[src/rtl/json_string_escaper_macros.svh]
// Assertion macros shared by the escaper modules
`ifndef JSON_STRING_ESCAPER_MACROS_SVH
`define JSON_STRING_ESCAPER_MACROS_SVH

// clocked check, off while reset is held
`define JSE_ASSERT(label, prop) \
    label: assert property (@(posedge i_clk) disable iff (!i_rst_n) (prop)) \
        else $error("escaper check failed");

// implication checked on every cycle
`define JSE_ASSERT_IMP(label, cond, prop) \
    `JSE_ASSERT(label, (cond) |-> (prop))

`endif

[src/rtl/jse_pkg.sv]
// Types, codes and helpers shared by the JSON string escaper
package jse_pkg;

    typedef struct packed {
        logic [1:0] kind;
        logic [7:0] byte_value;
    } t_in_item;

    typedef struct packed {
        logic [7:0] out_char;
        logic       last;
        logic       error;
    } t_out_item;

    localparam logic [1:0] KIND_START = 2'd0;
    localparam logic [1:0] KIND_BYTE  = 2'd1;
    localparam logic [1:0] KIND_END   = 2'd2;

    localparam logic [1:0] CFG_IDX_UNICODE = 2'd0;
    localparam logic [1:0] CFG_IDX_SLASHES = 2'd1;

    typedef enum logic [1:0] {
        OP_CHAR = 2'd0,
        OP_PAIR = 2'd1,
        OP_HEX  = 2'd2,
        OP_RAW  = 2'd3
    } t_op;

    typedef struct packed {
        t_op         op;
        logic        err;
        logic [3:0]  len;
        logic [31:0] data;
    } t_job;

    typedef struct packed {
        logic full;
        logic empty;
    } t_q_status;

    localparam logic [7:0] CH_QUOTE  = 8'h22;
    localparam logic [7:0] CH_BSLASH = 8'h5C;
    localparam logic [7:0] CH_SLASH  = 8'h2F;
    localparam logic [7:0] CH_U      = 8'h75;
    localparam logic [7:0] CH_B      = 8'h62;
    localparam logic [7:0] CH_T      = 8'h74;
    localparam logic [7:0] CH_N      = 8'h6E;
    localparam logic [7:0] CH_F      = 8'h66;
    localparam logic [7:0] CH_R      = 8'h72;
    localparam logic [7:0] CH_NUL    = 8'h00;

    localparam logic [7:0] LEAD2_MASK = 8'hE0;
    localparam logic [7:0] LEAD2_VAL  = 8'hC0;
    localparam logic [7:0] LEAD3_MASK = 8'hF0;
    localparam logic [7:0] LEAD3_VAL  = 8'hE0;
    localparam logic [7:0] LEAD4_MASK = 8'hF8;
    localparam logic [7:0] LEAD4_VAL  = 8'hF0;

    localparam logic [19:0] SUPP_BASE = 20'h10000;
    localparam logic [5:0]  HIGH_SURR = 6'b110110;
    localparam logic [5:0]  LOW_SURR  = 6'b110111;

    localparam logic [3:0] LEN_CHAR  = 4'd1;
    localparam logic [3:0] LEN_PAIR  = 4'd2;
    localparam logic [3:0] LEN_HEX   = 4'd6;
    localparam logic [3:0] LEN_SURR  = 4'd12;

    function automatic logic [7:0] hex_digit(input logic [3:0] v);
        logic [7:0] r;
        if (v < 4'd10) begin
            r = 8'h30 + {4'h0, v};
        end else begin
            r = 8'h37 + {4'h0, v};
        end
        return r;
    endfunction

endpackage

[src/rtl/jse_front.sv]
// Front part: accepts items, tracks UTF-8 sequences, issues output jobs
module jse_front (
    input  logic               i_clk,
    input  logic               i_rst_n,
    input  logic               i_accept,
    input  jse_pkg::t_in_item  i_item,
    input  logic               i_cfg_we,
    input  logic [1:0]         i_cfg_index,
    input  logic               i_cfg_data,
    output logic               o_push,
    output jse_pkg::t_job      o_job
);

    logic        r_esc_unicode, r_esc_slashes;
    logic [1:0]  r_exp, n_exp;
    logic [2:0]  r_len, n_len;
    logic [21:0] r_acc, n_acc;
    logic [7:0]  r_held [3];
    logic        held_we;
    logic [1:0]  held_idx;

    logic [7:0]  c;
    logic [21:0] acc_n;
    logic [19:0] v20;
    logic [2:0]  pos;

    assign c     = i_item.byte_value;
    assign acc_n = {r_acc[15:0], c[5:0]};
    assign v20   = acc_n[19:0] - jse_pkg::SUPP_BASE;
    assign pos   = r_len - {1'b0, r_exp};

    always_comb begin
        o_push   = 1'b0;
        o_job    = '{op: jse_pkg::OP_CHAR, err: 1'b0, len: jse_pkg::LEN_CHAR,
                     data: 32'h0};
        n_exp    = r_exp;
        n_len    = r_len;
        n_acc    = r_acc;
        held_we  = 1'b0;
        held_idx = pos[1:0];
        if (i_accept) begin
            unique case (i_item.kind)
                jse_pkg::KIND_START: begin
                    n_exp  = 2'd0;
                    n_len  = 3'd0;
                    n_acc  = 22'h0;
                    o_push = 1'b1;
                    o_job.data[7:0] = jse_pkg::CH_QUOTE;
                end
                jse_pkg::KIND_END: begin
                    o_push = 1'b1;
                    if (r_exp != 2'd0) begin
                        n_exp     = 2'd0;
                        n_len     = 3'd0;
                        n_acc     = 22'h0;
                        o_job.err = 1'b1;
                        o_job.data[7:0] = jse_pkg::CH_NUL;
                    end else begin
                        o_job.data[7:0] = jse_pkg::CH_QUOTE;
                    end
                end
                jse_pkg::KIND_BYTE: begin
                    if (r_exp != 2'd0) begin
                        n_acc = acc_n;
                        if (r_exp == 2'd1) begin
                            o_push = 1'b1;
                            n_exp  = 2'd0;
                            n_len  = 3'd0;
                            n_acc  = 22'h0;
                            if (r_esc_unicode) begin
                                o_job.op = jse_pkg::OP_HEX;
                                if (r_len == 3'd4) begin
                                    o_job.len  = jse_pkg::LEN_SURR;
                                    o_job.data = {jse_pkg::HIGH_SURR, v20[19:10],
                                                  jse_pkg::LOW_SURR, v20[9:0]};
                                end else begin
                                    o_job.len  = jse_pkg::LEN_HEX;
                                    o_job.data = {16'h0, acc_n[15:0]};
                                end
                            end else begin
                                o_job.op  = jse_pkg::OP_RAW;
                                o_job.len = {1'b0, r_len};
                                priority if (r_len == 3'd2) begin
                                    o_job.data = {r_held[0], c, 16'h0};
                                end else if (r_len == 3'd3) begin
                                    o_job.data = {r_held[0], r_held[1], c, 8'h0};
                                end else begin
                                    o_job.data = {r_held[0], r_held[1], r_held[2], c};
                                end
                            end
                        end else begin
                            held_we = 1'b1;
                            n_exp   = r_exp - 2'd1;
                        end
                    end else if (!c[7]) begin
                        o_push = 1'b1;
                        o_job.data[7:0] = c;
                        priority if (c == 8'h08) begin
                            o_job.op = jse_pkg::OP_PAIR;
                            o_job.len = jse_pkg::LEN_PAIR;
                            o_job.data[7:0] = jse_pkg::CH_B;
                        end else if (c == 8'h09) begin
                            o_job.op = jse_pkg::OP_PAIR;
                            o_job.len = jse_pkg::LEN_PAIR;
                            o_job.data[7:0] = jse_pkg::CH_T;
                        end else if (c == 8'h0A) begin
                            o_job.op = jse_pkg::OP_PAIR;
                            o_job.len = jse_pkg::LEN_PAIR;
                            o_job.data[7:0] = jse_pkg::CH_N;
                        end else if (c == 8'h0C) begin
                            o_job.op = jse_pkg::OP_PAIR;
                            o_job.len = jse_pkg::LEN_PAIR;
                            o_job.data[7:0] = jse_pkg::CH_F;
                        end else if (c == 8'h0D) begin
                            o_job.op = jse_pkg::OP_PAIR;
                            o_job.len = jse_pkg::LEN_PAIR;
                            o_job.data[7:0] = jse_pkg::CH_R;
                        end else if (c < 8'h20) begin
                            o_job.op = jse_pkg::OP_HEX;
                            o_job.len = jse_pkg::LEN_HEX;
                        end else if (c == jse_pkg::CH_QUOTE || c == jse_pkg::CH_BSLASH ||
                                     (c == jse_pkg::CH_SLASH && r_esc_slashes)) begin
                            o_job.op = jse_pkg::OP_PAIR;
                            o_job.len = jse_pkg::LEN_PAIR;
                        end else begin
                            o_job.op = jse_pkg::OP_CHAR;
                        end
                    end else if ((c & jse_pkg::LEAD2_MASK) == jse_pkg::LEAD2_VAL) begin
                        held_we  = 1'b1;
                        held_idx = 2'd0;
                        n_acc    = {17'h0, c[4:0]};
                        n_len    = 3'd2;
                        n_exp    = 2'd1;
                    end else if ((c & jse_pkg::LEAD3_MASK) == jse_pkg::LEAD3_VAL) begin
                        held_we  = 1'b1;
                        held_idx = 2'd0;
                        n_acc    = {18'h0, c[3:0]};
                        n_len    = 3'd3;
                        n_exp    = 2'd2;
                    end else if ((c & jse_pkg::LEAD4_MASK) == jse_pkg::LEAD4_VAL) begin
                        held_we  = 1'b1;
                        held_idx = 2'd0;
                        n_acc    = {18'h0, c[3:0]};
                        n_len    = 3'd4;
                        n_exp    = 2'd3;
                    end
                end
                default: begin
                end
            endcase
        end
    end

    always_ff @(posedge i_clk) begin
        if (!i_rst_n) begin
            r_esc_unicode <= 1'b0;
            r_esc_slashes <= 1'b0;
            r_exp         <= 2'd0;
            r_len         <= 3'd0;
            r_acc         <= 22'h0;
        end else begin
            r_exp <= n_exp;
            r_len <= n_len;
            r_acc <= n_acc;
            if (i_cfg_we && i_cfg_index == jse_pkg::CFG_IDX_UNICODE) begin
                r_esc_unicode <= i_cfg_data;
            end
            if (i_cfg_we && i_cfg_index == jse_pkg::CFG_IDX_SLASHES) begin
                r_esc_slashes <= i_cfg_data;
            end
        end
    end

    always_ff @(posedge i_clk) begin
        if (held_we) begin
            r_held[held_idx] <= c;
        end
    end

endmodule

[src/rtl/jse_queue.sv]
// Job queue between the front and back parts
`include "json_string_escaper_macros.svh"

module jse_queue #(
    parameter int DEPTH = 2
) (
    input  logic                i_clk,
    input  logic                i_rst_n,
    input  logic                i_push,
    input  jse_pkg::t_job       i_job,
    input  logic                i_pop,
    output jse_pkg::t_job       o_job,
    output jse_pkg::t_q_status  o_status
);

    localparam int PTR_W = (DEPTH > 1) ? $clog2(DEPTH) : 1;
    localparam int CNT_W = $clog2(DEPTH + 1);
    localparam logic [PTR_W-1:0] PTR_LAST = PTR_W'(DEPTH - 1);
    localparam logic [CNT_W-1:0] CNT_FULL = CNT_W'(DEPTH);

    jse_pkg::t_job      r_mem [DEPTH];
    logic [PTR_W-1:0]   r_wr, r_rd;
    logic [CNT_W-1:0]   r_cnt;

    assign o_job          = r_mem[r_rd];
    assign o_status.full  = (r_cnt == CNT_FULL);
    assign o_status.empty = (r_cnt == '0);

    always_ff @(posedge i_clk) begin
        if (!i_rst_n) begin
            r_wr  <= '0;
            r_rd  <= '0;
            r_cnt <= '0;
        end else begin
            if (i_push) begin
                r_wr <= (r_wr == PTR_LAST) ? '0 : r_wr + 1'b1;
            end
            if (i_pop) begin
                r_rd <= (r_rd == PTR_LAST) ? '0 : r_rd + 1'b1;
            end
            if (i_push && !i_pop) begin
                r_cnt <= r_cnt + 1'b1;
            end else if (!i_push && i_pop) begin
                r_cnt <= r_cnt - 1'b1;
            end
        end
    end

    always_ff @(posedge i_clk) begin
        if (i_push) begin
            r_mem[r_wr] <= i_job;
        end
    end

    `JSE_ASSERT_IMP(a_no_overflow, i_push, !o_status.full)
    `JSE_ASSERT_IMP(a_no_underflow, i_pop, !o_status.empty)
    `JSE_ASSERT_IMP(a_count_ptrs, o_status.empty || o_status.full, r_wr == r_rd)

endmodule

[src/rtl/jse_back.sv]
// Back part: expands each job into output characters
`include "json_string_escaper_macros.svh"

module jse_back (
    input  logic                i_clk,
    input  logic                i_rst_n,
    input  jse_pkg::t_job       i_job,
    input  jse_pkg::t_q_status  i_status,
    output logic                o_pop,
    input  logic                i_ready,
    output logic                o_valid,
    output jse_pkg::t_out_item  o_item
);

    jse_pkg::t_job r_job;
    logic          r_busy;
    logic [3:0]    r_pos;
    logic          is_last, adv;
    logic          second;
    logic [3:0]    jpos;
    logic [15:0]   word;
    logic [7:0]    ch;

    assign is_last = (r_pos == r_job.len - 4'd1);
    assign adv     = r_busy && i_ready;
    assign o_pop   = (!r_busy || (adv && is_last)) && !i_status.empty;

    assign second = (r_pos >= jse_pkg::LEN_HEX);
    assign jpos   = second ? r_pos - jse_pkg::LEN_HEX : r_pos;
    assign word   = (r_job.len == jse_pkg::LEN_SURR && !second) ?
                    r_job.data[31:16] : r_job.data[15:0];

    always_comb begin
        ch = r_job.data[7:0];
        unique case (r_job.op)
            jse_pkg::OP_CHAR: ch = r_job.data[7:0];
            jse_pkg::OP_PAIR: ch = (r_pos == 4'd0) ? jse_pkg::CH_BSLASH : r_job.data[7:0];
            jse_pkg::OP_RAW: begin
                unique case (r_pos[1:0])
                    2'd0: ch = r_job.data[31:24];
                    2'd1: ch = r_job.data[23:16];
                    2'd2: ch = r_job.data[15:8];
                    2'd3: ch = r_job.data[7:0];
                endcase
            end
            jse_pkg::OP_HEX: begin
                unique case (jpos[2:0])
                    3'd0:    ch = jse_pkg::CH_BSLASH;
                    3'd1:    ch = jse_pkg::CH_U;
                    3'd2:    ch = jse_pkg::hex_digit(word[15:12]);
                    3'd3:    ch = jse_pkg::hex_digit(word[11:8]);
                    3'd4:    ch = jse_pkg::hex_digit(word[7:4]);
                    default: ch = jse_pkg::hex_digit(word[3:0]);
                endcase
            end
        endcase
    end

    assign o_valid         = r_busy;
    assign o_item.out_char = ch;
    assign o_item.last     = is_last;
    assign o_item.error    = r_job.err && (r_job.op == jse_pkg::OP_CHAR);

    always_ff @(posedge i_clk) begin
        if (!i_rst_n) begin
            r_busy <= 1'b0;
            r_pos  <= 4'd0;
        end else begin
            if (o_pop) begin
                r_busy <= 1'b1;
                r_pos  <= 4'd0;
            end else if (adv) begin
                if (is_last) begin
                    r_busy <= 1'b0;
                end else begin
                    r_pos <= r_pos + 4'd1;
                end
            end
        end
    end

    always_ff @(posedge i_clk) begin
        if (o_pop) begin
            r_job <= i_job;
        end
    end

    `JSE_ASSERT_IMP(a_pos_in_job, r_busy, r_pos < r_job.len)
    `JSE_ASSERT_IMP(a_error_is_last, o_valid && o_item.error, o_item.last)
    `JSE_ASSERT_IMP(a_hold_on_stall, r_busy && !i_ready, ##1 (r_busy && $stable(r_pos)))

endmodule

[src/rtl/json_string_escaper.sv]
// JSON string escaper: start/byte/end items in, escaped characters out
//
// Input channel (i_valid/o_ready, i_item) takes one item per cycle while o_ready
// is high: a start mark, a UTF-8 data byte or an end mark. Output channel
// (o_valid/i_ready, o_item) gives one character per cycle while i_ready is high,
// with last set on the final character caused by an item and error set on the
// end-inside-sequence item. Configuration (i_cfg_valid/o_cfg_ready) is always
// ready; index 0 sets unicode escaping, index 1 sets slash escaping. Write only
// while idle. The front part classifies each item in the cycle it is taken and
// pushes at most one job into a QUEUE_DEPTH entry queue; the back part expands
// a job at one character per cycle while i_ready is high. The first character
// is valid once its job has passed the queue and the back part's job register.
// Throughput: 1 item per cycle while each item gives at most one character and
// the receiver is ready; an item giving n characters (up to 12) keeps the back
// part busy for all n, and the queue lets the front keep accepting until it
// fills. Continuation bytes that do not close a sequence, dropped bytes and
// unused kinds give nothing. Reset clears the sequence state, queue and both
// configuration bits; no clearing pass is needed. A stalled receiver holds the
// current character and backs up into the queue, after which o_ready drops.
module json_string_escaper #(
    parameter int QUEUE_DEPTH = 2
) (
    input  logic                i_clk,
    input  logic                i_rst_n,
    input  logic                i_valid,
    output logic                o_ready,
    input  jse_pkg::t_in_item   i_item,
    output logic                o_valid,
    input  logic                i_ready,
    output jse_pkg::t_out_item  o_item,
    input  logic                i_cfg_valid,
    output logic                o_cfg_ready,
    input  logic [1:0]          i_cfg_index,
    input  logic                i_cfg_data
);

    jse_pkg::t_job      push_job, head_job;
    jse_pkg::t_q_status q_status;
    logic               push, pop;

    assign o_ready     = !q_status.full;
    assign o_cfg_ready = 1'b1;

    jse_front u_front (
        .i_clk       (i_clk),
        .i_rst_n     (i_rst_n),
        .i_accept    (i_valid && o_ready),
        .i_item      (i_item),
        .i_cfg_we    (i_cfg_valid),
        .i_cfg_index (i_cfg_index),
        .i_cfg_data  (i_cfg_data),
        .o_push      (push),
        .o_job       (push_job)
    );

    jse_queue #(
        .DEPTH (QUEUE_DEPTH)
    ) u_queue (
        .i_clk    (i_clk),
        .i_rst_n  (i_rst_n),
        .i_push   (push),
        .i_job    (push_job),
        .i_pop    (pop),
        .o_job    (head_job),
        .o_status (q_status)
    );

    jse_back u_back (
        .i_clk    (i_clk),
        .i_rst_n  (i_rst_n),
        .i_job    (head_job),
        .i_status (q_status),
        .o_pop    (pop),
        .i_ready  (i_ready),
        .o_valid  (o_valid),
        .o_item   (o_item)
    );

endmodule

[config.mk]
export PLATFORM = sky130hd
export DESIGN_NAME = json_string_escaper
export DESIGN_NICKNAME = d
export VERILOG_FILES = /design/src/rtl/jse_pkg.sv /design/src/rtl/jse_front.sv /design/src/rtl/jse_queue.sv /design/src/rtl/jse_back.sv /design/src/rtl/json_string_escaper.sv
export VERILOG_INCLUDE_DIRS = /design/src /design/src/rtl
export SDC_FILE = /design/constraint.sdc
export NUM_CORES = 1
export LEC_CHECK = 0
export BUFFER_PORTS_ARGS = -buffer_cell sky130_fd_sc_hd__buf_2
export CAP_MARGIN = 20
export CORE_MARGIN = 2
export CORE_UTILIZATION = 60
export DETAILED_ROUTE_END_ITERATION = 10
export GPL_TIMING_DRIVEN = 0
export HOLD_SLACK_MARGIN = 0.15
export PLACE_DENSITY = 0.89
export SYNTH_ARGS = -nofsm -noshare
export SYNTH_HDL_FRONTEND = slang
export SYNTH_SLANG_ARGS = --single-unit
[constraint.sdc]
create_clock -name i_clk -period 8.5 [get_ports i_clk]
set_input_delay 0.85 -clock i_clk [delete_from_list [all_inputs] [get_ports i_clk]]
set_output_delay 0.85 -clock i_clk [all_outputs]
set_load 0.03 [all_outputs]
==> results.sh <==
export IMPL_hp_class="reg2reg"
export IMPL_ctsResizeCount=0
export IMPL_skew_ns=0.01331
export IMPL_required_ns=7.65
export IMPL_crit_type="reg2out"
export IMPL_wirelength_mm=21.73
export IMPL_synth_edf_count=141
export IMPL_ys_types=79
export IMPL_htreeDepth=4
export IMPL_yosys_warnings=0
export IMPL_met2_usage=0.4719
export IMPL_avgViaCountPerCell=6.472
export IMPL_ant_nets=0
export IMPL_rows=44
export IMPL_power_leakage_nw=3.405
export IMPL_irDropWorstVdd_mv=0.1900
export IMPL_pre_cts_slack_ns=4.035
export IMPL_drv_slew=0
export IMPL_layout_drive_gt1_share=0.1851
export IMPL_dp_cells=983
export IMPL_syn_mean_instance_area_sq_um=11.44
export IMPL_post_synth_instance_area_sq_um=8783
export IMPL_worst_pin_slew_ns=0.9000
export IMPL_grt_max_degree=40
export IMPL_startpoint_type="flop"
export IMPL_initial_core_util=0.6090
export IMPL_synthArstFlopShare=0
export IMPL_drc=0
export IMPL_final_cells=1016
export IMPL_ios=31
export IMPL_grt_pass1_wl_mm=34.48
export IMPL_io_buffers=27
export IMPL_setup_tns_final_ns=0
export IMPL_grt_busiest_layer="met2"
export IMPL_core_sq_um=14420
export IMPL_drtIter0Drc=1039
export IMPL_ys_flop_type="edfxtp_1"
export IMPL_wl_per_cell_um=21.39
export IMPL_layout_area_seq_sq_um=4835
export IMPL_die_height_um=125.0
export IMPL_synth_seq_cells=171
export IMPL_clkLatencyLatePin_ns=0.42
export IMPL_root_buffer="clkbuf_16"
export IMPL_cellPowerDensity_nw_per_um2=265.3
export IMPL_cts_hold_buf=0
export IMPL_die_w_um=125.0
export IMPL_grt_util_met3=0.04921
export IMPL_end_kind="primary output"
export IMPL_antenna_found_initial=0
export IMPL_fin_crit_sh=0.5812
export IMPL_grt_overflow=0
export IMPL_worstPathArrival_ns=4.09
export IMPL_grtUsageMet1=0.3747
export IMPL_period_minus_slack_ns=4.940
export IMPL_dieArea_sq_um=15620
export IMPL_final_nets=852
export IMPL_maxCapViolCount=0
export IMPL_syn_inst=768
export IMPL_area_growth_pct=11.42
export IMPL_synth_nets=801
export IMPL_hold_viol=0
export IMPL_vias=6576
export IMPL_track_usage=0.2841
export IMPL_dp_hpwl_mm=15.08
export IMPL_rsz0062_at_grt="no"
export IMPL_firstDrtPassIters=10
export IMPL_cts_max_path_buffers=2
export IMPL_antennaDiodeCount=0
export IMPL_cts_sinks=171
export IMPL_cts_clk_slew_worst_paths_ns=0.07
export IMPL_gp_congestion=0.9785
export IMPL_tritoncts="done"
export IMPL_nFillCells=1014
export IMPL_cp_max_fo=10
export IMPL_setup_slack_ns=3.560
export IMPL_grt_pass1_vias=6253
export IMPL_status="finished, final reports clean"
export IMPL_max_freq_mhz=202.4
export IMPL_setup_violations_final=0
export IMPL_cts_setup_buffers=0
export IMPL_multi_input_area_sq_um=3637
export IMPL_ys_seq_area_frac=0.5504
export IMPL_numCtsBuffers=17
export IMPL_slew_headroom=0.4000
-- flip-flops by register name, indices dropped and copies added (netlist names) --
signal                 count
u_queue.r_mem             78
u_back.r_job              39
u_front.r_held            24
u_front.r_acc             14
u_back.r_pos               4
u_front.r_len              3
u_front.r_exp              2
u_queue.r_cnt              2
u_back.o_valid             1
u_front.r_esc_slashes      1
u_front.r_esc_unicode      1
u_queue.r_rd               1
u_queue.r_wr               1
-- area by class of cell --
cell class,instances,share of cell area
Tap cell,184,0.02352
Clock buffer,18,0.04385
Sequential cell,171,0.4940
Buffer,47,0.02365
Inverter,23,0.008821
Multi-Input combinational cell,527,0.3716
Clock inverter,14,0.01394
Timing Repair Buffer,32,0.02058
-- cells in the mapped netlist (4+ instances only) --
| cell type | n | area (sq um) |
|---|---|---|
| a21oi_1 | 44 | 220.2 |
| mux2_2 | 43 | 484.2 |
| a211oi_1 | 4 | 30.03 |
| nor2_1 | 56 | 210.2 |
| o21ai_0 | 32 | 160.2 |
| o2bb2ai_1 | 6 | 52.55 |
| inv_1 | 23 | 86.33 |
| o211ai_1 | 4 | 30.03 |
| a31oi_1 | 6 | 37.54 |
| a2111oi_0 | 4 | 35.03 |
| clkbuf_1 | 25 | 93.84 |
| xor2_1 | 7 | 61.31 |
| and2_1 | 8 | 50.05 |
| mux2i_1 | 20 | 200.2 |
| nor2_2 | 4 | 25.02 |
| a21boi_0 | 15 | 112.6 |
| nand4_1 | 5 | 31.28 |
| a222oi_1 | 8 | 80.08 |
| a21boi_1 | 8 | 60.06 |
| xnor2_1 | 14 | 122.6 |
| or3_1 | 5 | 31.28 |
| nor4b_1 | 4 | 35.03 |
| ha_1 | 15 | 187.7 |
| nand2_1 | 58 | 217.7 |
| dfxtp_1 | 30 | 600.6 |
| nor3b_1 | 4 | 30.03 |
| o31ai_1 | 4 | 30.03 |
| buf_4 | 10 | 75.07 |
| nand3_1 | 29 | 145.1 |
| or2_2 | 4 | 25.02 |
| buf_2 | 8 | 40.04 |
| o22ai_1 | 10 | 62.56 |
| nor3_1 | 20 | 100.1 |
| o21ai_1 | 4 | 20.02 |
| nor2b_1 | 7 | 43.79 |
| nand2b_1 | 8 | 50.05 |
| edfxtp_1 | 141 | 4234 |
| a21o_1 | 7 | 52.55 |
-- placed cells by master (no fill, tap or decap), types with 8 or more instances in the layout --
master,n
mux2i_1,20
buf_4,10
o22ai_1,10
nand2_1,58
mux2_2,43
nand2b_1,8
a21boi_0,15
buf_2,36
xnor2_1,14
nand3_1,29
dfxtp_1,30
edfxtp_1,141
inv_1,23
clkbuf_1,26
a21oi_1,44
o21ai_0,32
clkbuf_16,17
a222oi_1,8
nor2_1,56
nor3_1,19
a21boi_1,8
ha_1,15
-- layer usage --
layer | up-vias | part of all wire
met4 | 0 | 0.041
met1 | 3078 | 0.40
met5 | - | 0
met2 | 399 | 0.48
li1 | 3019 | -
met3 | 80 | 0.078
-- critical path, stage by stage (launching register included) --
cell,delay (ns)
dfxtp_1,0.35
clkbuf_1,0.31
inv_1,0.22
ha_1,0.23
buf_2,0.18
o21a_2,0.29
nor2_2,0.26
buf_4,0.26
mux2i_1,0.22
ha_1,0.23
a311oi_1,0.10
a2111oi_0,0.49
a2111oi_0,0.16
o21ai_1,0.15
buf_2,0.21
-- metrics by stage --
step	total power, mW	cell area [sq um]	util	hold WS (ns)
after global placement	1.814	9149	0.6343	0.4541
after floorplan	1.629	8783	-	0.4425
after detailed placement	1.845	9216	0.6390	0.4656
after CTS	2.587	9782	0.6782	0.4785
final	2.597	9787	0.6785	0.4800
after global routing	2.701	9787	0.6785	0.4935
-- power breakdown --
| group | total (mW) | internal (mW) | switching (mW) |
|---|---|---|---|
| Clock | 0.739 | 0.410 | 0.329 |
| Combinational | 0.687 | 0.258 | 0.429 |
| Sequential | 1.17 | 1.06 | 0.111 |
| Total | 2.60 | 1.73 | 0.869 |
-- worst paths after layout --
kind,depth (start not counted),start,endpoint,slack [ns]
worst max-delay path,14,u_back.r_pos[0]$_SDFFE_PP0P_,o_item[4],3.56
worst min-delay path,2,u_front.r_exp[1]$_SDFFE_PN0P_,u_front.r_exp[1]$_SDFFE_PN0P_,0.48
worst max register to register,9,u_back.r_job[32]$_DFFE_PP_,u_back.r_job[19]$_DFFE_PP_,5.60
worst min register to register,2,u_front.r_exp[1]$_SDFFE_PN0P_,u_front.r_exp[1]$_SDFFE_PN0P_,0.48
-- cells by family (layout without fill, tap and decap cells) --
logic type | count (synthesis) | after routing | synth area share
AND/OR/NAND/NOR | 230 | 230 | 0.1320
AO/OA/AOI/OAI | 195 | 195 | 0.1564
flip-flops | 171 | 171 | 0.5504
buffers and inverters | 70 | 134 | 0.03618
multiplexers | 64 | 64 | 0.07949
XOR/XNOR | 22 | 22 | 0.02365
adder cells (fa/ha/maj) | 15 | 15 | 0.02137
other | 1 | 1 | 0.0004269
Power figures use the tool's default switching activity.
